### config.mk
export PLATFORM = sky130hd
export DESIGN_NAME = femmsr_controller
export DESIGN_NICKNAME = d
export VERILOG_FILES = /design/src/rtl/femmsr_pkg.sv /design/src/rtl/femmsr_controller.sv
export SDC_FILE = /design/constraint.sdc
export NUM_CORES = 2
export LEC_CHECK = 0
export BUFFER_PORTS_ARGS = -buffer_cell sky130_fd_sc_hd__clkbuf_2
export CAP_MARGIN = 20
export CORE_MARGIN = 5
export CORE_UTILIZATION = 50
export CTS_BUF_LIST = sky130_fd_sc_hd__clkbuf_16
export DETAILED_ROUTE_END_ITERATION = 10
export PLACE_DENSITY = 0.77
export SLEW_MARGIN = 20
export SYNTH_ARGS = -nofsm -noshare
export SYNTH_HDL_FRONTEND = slang
export SYNTH_SLANG_ARGS = --single-unit
### constraint.sdc
create_clock -name i_clk -period 9.9 [get_ports i_clk]
set_input_delay 0 -clock i_clk [delete_from_list [all_inputs] [get_ports i_clk]]
set_output_delay 0 -clock i_clk [all_outputs]
set_load 0.02 [all_outputs]
### src/rtl/femmsr_pkg.sv
package femmsr_pkg;

    localparam int MAX_DIVISIONS = 255;
    localparam int DW = 10;                       // divisions width (holds MAX_DIVISIONS + 1)
    localparam int NODE_W = 2 * DW;                // node count / slot width
    localparam int POS_W = 19;
    localparam int VAL_W = 48;
    localparam int A_W = 16;                       // sum of w*(5j+c), signed
    localparam int SUM_W = 64;

    localparam logic [1:0] KIND_DIAG = 2'd0;
    localparam logic [1:0] KIND_OFF  = 2'd1;
    localparam logic [1:0] KIND_TERM = 2'd2;

    localparam logic [1:0] REG_ANGLE  = 2'd0;
    localparam logic [1:0] REG_RADIUS = 2'd1;
    localparam logic [1:0] REG_JAC    = 2'd2;
    localparam logic [1:0] REG_GROWTH = 2'd3;

    // Command from controller to datapath for one result beat.
    typedef struct packed {
        logic                  load;   // compute a value from a and w
        logic signed [A_W-1:0] a;
        logic [3:0]            w;
        logic [1:0]            kind;
        logic [POS_W-1:0]      pos;
        logic [POS_W-1:0]      idx;
        logic                  last;
    } t_cmd;

    typedef struct packed {
        logic busy;
        logic done;
    } t_dp_status;

    function automatic logic [DW-1:0] eff_div(input logic [7:0] d);
        logic [DW-1:0] r;
        r = {{(DW-8){1'b0}}, d};
        if (d == 8'd0) r = DW'(1);
        else if (r > DW'(MAX_DIVISIONS)) r = DW'(MAX_DIVISIONS);
        return r;
    endfunction

endpackage

### src/rtl/femmsr_controller.sv
module femmsr_controller
    import femmsr_pkg::*;
(
    input  logic        i_clk,
    input  logic        i_rst_n,
    input  logic        i_cfg_we,
    input  logic [1:0]  i_cfg_idx,
    input  logic [7:0]  i_cfg_data,
    input  logic        i_valid,
    output logic        o_ready,
    input  logic [7:0]  i_ai,
    input  logic [7:0]  i_rj,
    input  t_dp_status  i_status,
    output t_cmd        o_cmd
);
    localparam logic [1:0] S_IDLE = 2'd0;
    localparam logic [1:0] S_ISSUE = 2'd1;
    localparam logic [1:0] S_WAIT = 2'd2;

    logic [1:0]        r_state;
    logic [7:0]        r_adiv, r_rdiv;
    logic [NODE_W-1:0] r_slot, r_base;
    logic [DW-1:0]     r_i, r_j;
    logic [2:0]        r_cls;   // node class
    logic [2:0]        r_cnt, r_e;   // r_e: 0 diag, 1..cnt off, cnt+1 term
    logic              r_term;

    logic [DW-1:0] w_m, w_n, w_w;
    logic [NODE_W-1:0] w_nodes;

    assign w_m = eff_div(r_adiv);
    assign w_n = eff_div(r_rdiv);
    assign w_w = w_n + DW'(1);
    assign w_nodes = NODE_W'(w_m + DW'(1)) * NODE_W'(w_w);

    localparam logic [2:0] C_00 = 3'd0, C_0N = 3'd1, C_M0 = 3'd2, C_MN = 3'd3,
                           C_M = 3'd4, C_I0 = 3'd5, C_J0 = 3'd6, C_IN = 3'd7;
    // interior is encoded by r_int
    logic r_int;

    assign o_ready = r_state == S_IDLE;

    // pair term: w*(5j+c) with j selected per entry
    logic signed [A_W-1:0] a5, ap, am;   // 5j, 5(j+1)... helpers
    logic signed [31:0]    w_a;
    logic [3:0]            w_wt;
    logic [31:0]           w_col;
    logic [NODE_W-1:0]     w_rowm1, w_row, w_rowp1;

    assign a5 = A_W'(5) * $signed({1'b0, r_j});
    assign w_rowm1 = NODE_W'(r_i - DW'(1)) * NODE_W'(w_w);
    assign w_row = NODE_W'(r_i) * NODE_W'(w_w);
    assign w_rowp1 = w_row + NODE_W'(w_w);
    assign ap = a5 + A_W'(5);
    assign am = a5 - A_W'(5);

    // Sums per entry. Equal-type pairs weigh 2. Pair(t1,t2) with arg x: 5x+c.
    always_comb begin
        w_a = '0; w_wt = 4'd0; w_col = '0;
        if (r_int) begin
            unique case (r_e)
                3'd0: begin w_a = 2*(a5+1) + 2*(ap-3) + 2*(a5+1) + 2*(a5-1) + 2*(am+3)
                              + 2*(a5-1); w_wt = 4'd12; end
                3'd1: begin w_a = (a5-2) + (am+2); w_wt = 4'd2; w_col = w_rowm1 + NODE_W'(r_j) - 1; end
                3'd2: begin w_a = (a5+1) + (a5-1); w_wt = 4'd2; w_col = w_rowm1 + NODE_W'(r_j); end
                3'd3: begin w_a = (am+2) + (a5-2); w_wt = 4'd2; w_col = w_row + NODE_W'(r_j) - 1; end
                3'd4: begin w_a = (a5+2) + (ap-2); w_wt = 4'd2; w_col = w_row + NODE_W'(r_j) + 1; end
                3'd5: begin w_a = (a5+1) + (a5-1); w_wt = 4'd2; w_col = w_rowp1 + NODE_W'(r_j); end
                3'd6: begin w_a = (ap-2) + (a5+2); w_wt = 4'd2; w_col = w_rowp1 + NODE_W'(r_j) + 1; end
                default: ;
            endcase
        end else begin
            unique case (r_cls)
                C_00: unique case (r_e)
                    3'd0: begin w_a = 2*A_W'(2) + 2*A_W'(1); w_wt = 4'd4; end
                    3'd1: begin w_a = A_W'(3); w_wt = 4'd1; w_col = NODE_W'(1); end
                    3'd2: begin w_a = A_W'(1); w_wt = 4'd1; w_col = NODE_W'(w_w); end
                    3'd3: begin w_a = A_W'(5); w_wt = 4'd2; w_col = NODE_W'(w_w) + 1; end
                    default: ;
                endcase
                C_0N: unique case (r_e)
                    3'd0: begin w_a = 2*(a5-1); w_wt = 4'd2; end
                    3'd1: begin w_a = a5-2; w_wt = 4'd1; w_col = NODE_W'(w_n) - 1; end
                    3'd2: begin w_a = a5-1; w_wt = 4'd1; w_col = NODE_W'(w_w) + NODE_W'(w_n); end
                    default: ;
                endcase
                C_M0: unique case (r_e)
                    3'd0: begin w_a = A_W'(2); w_wt = 4'd2; end
                    3'd1: begin w_a = A_W'(1); w_wt = 4'd1; w_col = w_rowm1; end
                    3'd2: begin w_a = A_W'(2); w_wt = 4'd1; w_col = w_row + 1; end
                    default: ;
                endcase
                C_MN: unique case (r_e)
                    3'd0: begin w_a = 2*(a5-1) + 2*(am+3); w_wt = 4'd4; end
                    3'd1: begin w_a = (a5-2) + (am+2); w_wt = 4'd2; w_col = w_rowm1 + NODE_W'(r_j) - 1; end
                    3'd2: begin w_a = a5-1; w_wt = 4'd1; w_col = w_rowm1 + NODE_W'(r_j); end
                    3'd3: begin w_a = am+2; w_wt = 4'd1; w_col = w_row + NODE_W'(r_j) - 1; end
                    default: ;
                endcase
                C_M: unique case (r_e)
                    3'd0: begin w_a = 2*(a5+1) + 2*(a5-1) + 2*(am+3); w_wt = 4'd6; end
                    3'd1: begin w_a = (a5-2) + (am+2); w_wt = 4'd2; w_col = w_rowm1 + NODE_W'(r_j) - 1; end
                    3'd2: begin w_a = (a5+1) + (a5-1); w_wt = 4'd2; w_col = w_rowm1 + NODE_W'(r_j); end
                    3'd3: begin w_a = am+2; w_wt = 4'd1; w_col = w_row + NODE_W'(r_j) - 1; end
                    3'd4: begin w_a = a5+2; w_wt = 4'd1; w_col = w_row + NODE_W'(r_j) + 1; end
                    default: ;
                endcase
                C_I0: unique case (r_e)   // row 0, inner column
                    3'd0: begin w_a = 2*(ap-3) + 2*(a5+1) + 2*(a5-1); w_wt = 4'd6; end
                    3'd1: begin w_a = a5-2; w_wt = 4'd1; w_col = NODE_W'(r_j) - 1; end
                    3'd2: begin w_a = ap-2; w_wt = 4'd1; w_col = NODE_W'(r_j) + 1; end
                    3'd3: begin w_a = (a5+1) + (a5-1); w_wt = 4'd2; w_col = NODE_W'(w_w) + NODE_W'(r_j); end
                    3'd4: begin w_a = (ap-2) + (a5+2); w_wt = 4'd2; w_col = NODE_W'(w_w) + NODE_W'(r_j) + 1; end
                    default: ;
                endcase
                C_J0: unique case (r_e)   // column 0, inner row
                    3'd0: begin w_a = A_W'(2) + 2*A_W'(2) + 2*A_W'(1); w_wt = 4'd6; end
                    3'd1: begin w_a = A_W'(1); w_wt = 4'd1; w_col = w_rowm1; end
                    3'd2: begin w_a = A_W'(2) + A_W'(3); w_wt = 4'd2; w_col = w_row + 1; end
                    3'd3: begin w_a = A_W'(1); w_wt = 4'd1; w_col = w_rowp1; end
                    3'd4: begin w_a = A_W'(5); w_wt = 4'd2; w_col = w_rowp1 + 1; end
                    default: ;
                endcase
                default: unique case (r_e)  // column N, inner row
                    3'd0: begin w_a = 2*(a5-1) + 2*(am+3) + 2*(a5-1); w_wt = 4'd6; end
                    3'd1: begin w_a = (a5-2) + (am+2); w_wt = 4'd2; w_col = w_rowm1 + NODE_W'(r_j) - 1; end
                    3'd2: begin w_a = a5-1; w_wt = 4'd1; w_col = w_rowm1 + NODE_W'(r_j); end
                    3'd3: begin w_a = (am+2) + (a5-2); w_wt = 4'd2; w_col = w_row + NODE_W'(r_j) - 1; end
                    3'd4: begin w_a = a5-1; w_wt = 4'd1; w_col = w_rowp1 + NODE_W'(r_j); end
                    default: ;
                endcase
            endcase
        end
    end

    logic w_is_term, w_is_last;
    assign w_is_term = r_e == r_cnt + 3'd1;
    assign w_is_last = r_term ? w_is_term : (r_e == r_cnt);

    always_comb begin
        o_cmd = '0;
        o_cmd.load = r_state == S_ISSUE;
        o_cmd.a = A_W'(w_a);
        o_cmd.w = w_wt;
        o_cmd.last = w_is_last;
        if (r_e == 3'd0) begin
            o_cmd.kind = KIND_DIAG;
            o_cmd.pos = POS_W'(r_base);
            o_cmd.idx = POS_W'(r_slot);
        end else if (w_is_term) begin
            o_cmd.kind = KIND_TERM;
            o_cmd.pos = POS_W'(w_nodes);
            o_cmd.idx = POS_W'(r_slot + NODE_W'(r_cnt));
        end else begin
            o_cmd.kind = KIND_OFF;
            o_cmd.pos = POS_W'(r_slot + NODE_W'(r_e) - 1);
            o_cmd.idx = POS_W'(w_col);
        end
    end

    logic [DW-1:0] w_ai, w_rj;
    assign w_ai = DW'(i_ai);
    assign w_rj = DW'(i_rj);

    always_ff @(posedge i_clk) begin
        if (!i_rst_n) begin
            r_state <= S_IDLE;
            r_adiv <= 8'd1;
            r_rdiv <= 8'd1;
            r_slot <= NODE_W'(5);
        end else begin
            if (i_cfg_we && i_cfg_idx == REG_ANGLE) r_adiv <= i_cfg_data;
            if (i_cfg_we && i_cfg_idx == REG_RADIUS) r_rdiv <= i_cfg_data;
            unique case (r_state)
                S_IDLE: begin
                    if (i_valid && w_ai <= w_m && w_rj <= w_n) begin
                        r_i <= w_ai; r_j <= w_rj; r_e <= 3'd0;
                        r_base <= NODE_W'(w_ai) * NODE_W'(w_w) + NODE_W'(w_rj);
                        r_term <= w_ai == w_m && w_rj == w_n;
                        r_int <= 1'b0;
                        if (w_ai == 0 && w_rj == 0) begin
                            r_cls <= C_00; r_cnt <= 3'd3; r_slot <= w_nodes + NODE_W'(1);
                        end else if (w_ai == 0 && w_rj == w_n) begin
                            r_cls <= C_0N; r_cnt <= 3'd2;
                        end else if (w_ai == w_m && w_rj == 0) begin
                            r_cls <= C_M0; r_cnt <= 3'd2;
                        end else if (w_ai == w_m && w_rj == w_n) begin
                            r_cls <= C_MN; r_cnt <= 3'd3;
                        end else if (w_ai == w_m) begin
                            r_cls <= C_M; r_cnt <= 3'd4;
                        end else if (w_ai == 0) begin
                            r_cls <= C_I0; r_cnt <= 3'd4;
                        end else if (w_rj == 0) begin
                            r_cls <= C_J0; r_cnt <= 3'd4;
                        end else if (w_rj == w_n) begin
                            r_cls <= C_IN; r_cnt <= 3'd4;
                        end else begin
                            r_cls <= C_IN; r_cnt <= 3'd6; r_int <= 1'b1;
                        end
                        r_state <= S_ISSUE;
                    end
                end
                S_ISSUE: if (!i_status.busy) r_state <= S_WAIT;
                S_WAIT: begin
                    if (i_status.done) begin
                        if (w_is_last) begin
                            r_slot <= r_slot + NODE_W'(r_cnt);
                            r_state <= S_IDLE;
                        end else begin
                            r_e <= r_e + 3'd1;
                            r_state <= S_ISSUE;
                        end
                    end
                end
                default: r_state <= S_IDLE;
            endcase
        end
    end
endmodule

==> results.tsv <==
metric	value	unit
relSlewSlack	8.00	%
final_cell_mix	inv_1, nor2_1, ha_1, nand2_1, a21oi_1	
synth.distinct_cells	122	
final_area	37600	sq um
grt_first_pass_wirelength	217000	microns
fmax	104	MHz
synth.avg_cell_area	7.34	sq um
areaGrowthSynthToFinish	5.95	%
holdPathEnd	r_j[2]	
synth_edf_count	45	
reg2reg_depth	27	
synthCells	4840	
crit_required	9900	ps
slowest_delay	620	ps
cts_tree	yes	
status	completed	
htreeDepth	3	
cts_buffer_depth	2	
die_width	277	microns
placed_cell_area	37000	sq um
worstSetupPathType	reg -> out	
ios	95	
avgViaCountPerCell	6.58	
max-cap-violations	0	
detail-route-antenna-nets	0	
fin_crit	9630	ps
postCtsSetupBuffers	0	
row_count	97	
timing.final.ws_setup	268	ps
ys_ff_latch	82	
drc_errors	0	
yosysSeqAreaShare	5.89	%
fin_tns_setup	0	ps
routedWlPerCell	24.7	microns
rrSetupSlack	1390	ps
detailed_place_hpwl	111000	microns
core	70300	sq um
postSynth.asyncResetShare	0	%
yosys_warnings	0	
clock_sinks	82	
worstHoldStart	i_rj[2]	
grt.total_usage	35.5	%
clock_latency	370	ps
hold_viol	0	
cts.clk_slew.worst_paths	80	ps
final_core_util	53.5	%
port_buffers	94	
start_util	50.5	%
wl	143000	microns
period_share	97.3	%
hold_class	in -> reg	
worst_slew_pin_slew	1370	ps
cp.arrival	9630	ps
setup_viol	0	
die_h	277	microns
peakVddDrop	0.127	mV
r2r-end	r_slot[18]	
final_common_cell	inv_1	
dr.pass1.iters	9	
nets	5535	
routabilityCongestion	1.05	
antenna_found_initial	2	
cp_max_fo	11	
drtIter0Drc	4605	
grt_pass1_vias	37200	
power.density	81.2	nW/um^2
syn_area	35500	sq um
drive_gt1_share	7.24	%
cts_root_buf	clkbuf_16	
leakage	16.8	nW
end_kind	output pin	
num_vias	38000	
cts_buffers	9	
dieArea	76500	sq um
reg2reg_from	r_rdiv[2]	
synth_flop_cell	edfxtp_1	
rsz0062_at_grt	false	
gr-total-overflow	0	
slowest_stage	or4_1	
start_kind	register	
drv_slew	0	
grt_max_degree	84	
hold-path-cell-count	1	
place_ws	669	ps
worst_clock_skew	17.6	ps
## cell type report
cell class,instances,area [sq um]
Fill cell,6754,32600
Inverter,491,1840
Sequential cell,82,2090
Clock inverter,6,97.6
Clock buffer,10,250
Timing Repair Buffer,204,1330
Antenna cell,1,2.50
Tap cell,940,1180
Multi-Input combinational cell,4040,30800
## sequential cells by signal (all words and copies together), names as in the netlist
name and count:
r_cls 3, r_e 3, r_base 19, r_cnt 2
r_i 8, r_int 1, r_adiv 8, r_slot 19
r_j 8, r_state 2, r_term 1, r_rdiv 8
## report_power, final
part,internal [W],total (W),switching (W)
Clock,0.000241,0.000416,0.000174
Sequential,0.000373,0.000384,0.0000110
Combinational,0.000814,0.00226,0.00144
Total,0.00143,0.00306,0.00163
## synth_stat cells (31+ instances only)
cell | count | share of area [%]
clkbuf_1 | 193 | 2.0
o22ai_1 | 58 | 1.0
or2_2 | 64 | 1.1
a211oi_1 | 55 | 1.2
nand3_1 | 111 | 1.6
o21a_1 | 37 | 0.78
inv_1 | 484 | 5.1
nand2_1 | 429 | 4.5
dfxtp_1 | 37 | 2.1
nor4_1 | 31 | 0.55
xnor2_1 | 268 | 6.6
a21o_1 | 53 | 1.1
a21oi_1 | 322 | 4.5
o21ai_0 | 233 | 3.3
nand4_1 | 36 | 0.63
fa_1 | 230 | 13
and3_1 | 53 | 0.93
o21bai_1 | 33 | 0.70
xor2_1 | 135 | 3.3
nor2_1 | 477 | 5.0
a31oi_1 | 57 | 1.0
edfxtp_1 | 45 | 3.8
nor3_1 | 106 | 1.5
o211ai_1 | 58 | 1.2
a22oi_1 | 39 | 0.82
and2_1 | 73 | 1.3
nor2b_1 | 86 | 1.5
ha_1 | 445 | 16
nand2b_1 | 42 | 0.74
a221oi_1 | 48 | 1.2
## worst max-delay path, delay by kind of cell, from the launching register on
| family | cells | cell delay [ps] |
|---|---|---|
| fa+ha+maj | 8 | 3520 |
| simple gates | 6 | 2170 |
| compound gates | 7 | 1850 |
| xor+xnor | 3 | 840 |
| buf+inv | 4 | 440 |
| flops | 1 | 430 |
## cells by family after synthesis
logic type	count (synthesis)	synth area share, %
xor gates and xnor gates	407	10.2
adders and majority gates	675	28.6
and+or+nand+nor	1622	22.0
muxes	27	0.782
buffers and inverters	722	7.72
AOI/OAI and AO/OA	1303	24.8
other	2	0.0211
DFF	82	5.89
## per-stage QoR
step	std cells	power (W)	hold slack (ps)
2_1_floorplan	4844	0.00197	98.9
3_3_place_gp	5740	0.00253	278
3_5_place_dp	5741	0.00256	277
4_1_cts	5773	0.00299	0.437
5_1_grt	5773	0.00325	0.264
6_report	5774	0.00306	24.6
## how the worst max path moves through the flow
stage	end	from	slack, ps
after global routing	o_cmd[16]	r_rdiv[4]	10
after global placement	o_cmd[18]	r_rdiv[2]	40
final	o_cmd[11]	r_rdiv[4]	270
after floorplan	o_cmd[18]	r_rdiv[7]	940
after detailed placement	o_cmd[18]	r_rdiv[2]	670
after CTS	o_cmd[18]	r_rdiv[2]	260
## what timing repair did
item | in CTS | in global routing
setup endpoints to repair | 0 | 7
endpoints found under the hold margin | 24 | 0
hold buffers | 16 | 0
gates resized for setup | 0 | 15
## per-layer routing
| layer | vias up | GRT usage [%] | part of all wire [%] |
|---|---|---|---|
| li1 | 17100 | - | - |
| met1 | 17900 | 44.8 | 38 |
| met2 | 2384 | 55.4 | 43 |
| met3 | 624 | 7.00 | 11 |
| met4 | 4 | 23.1 | 8.3 |
| met5 | - | 0 | 0.019 |
Note: power is estimated with default switching activity, not from simulation.
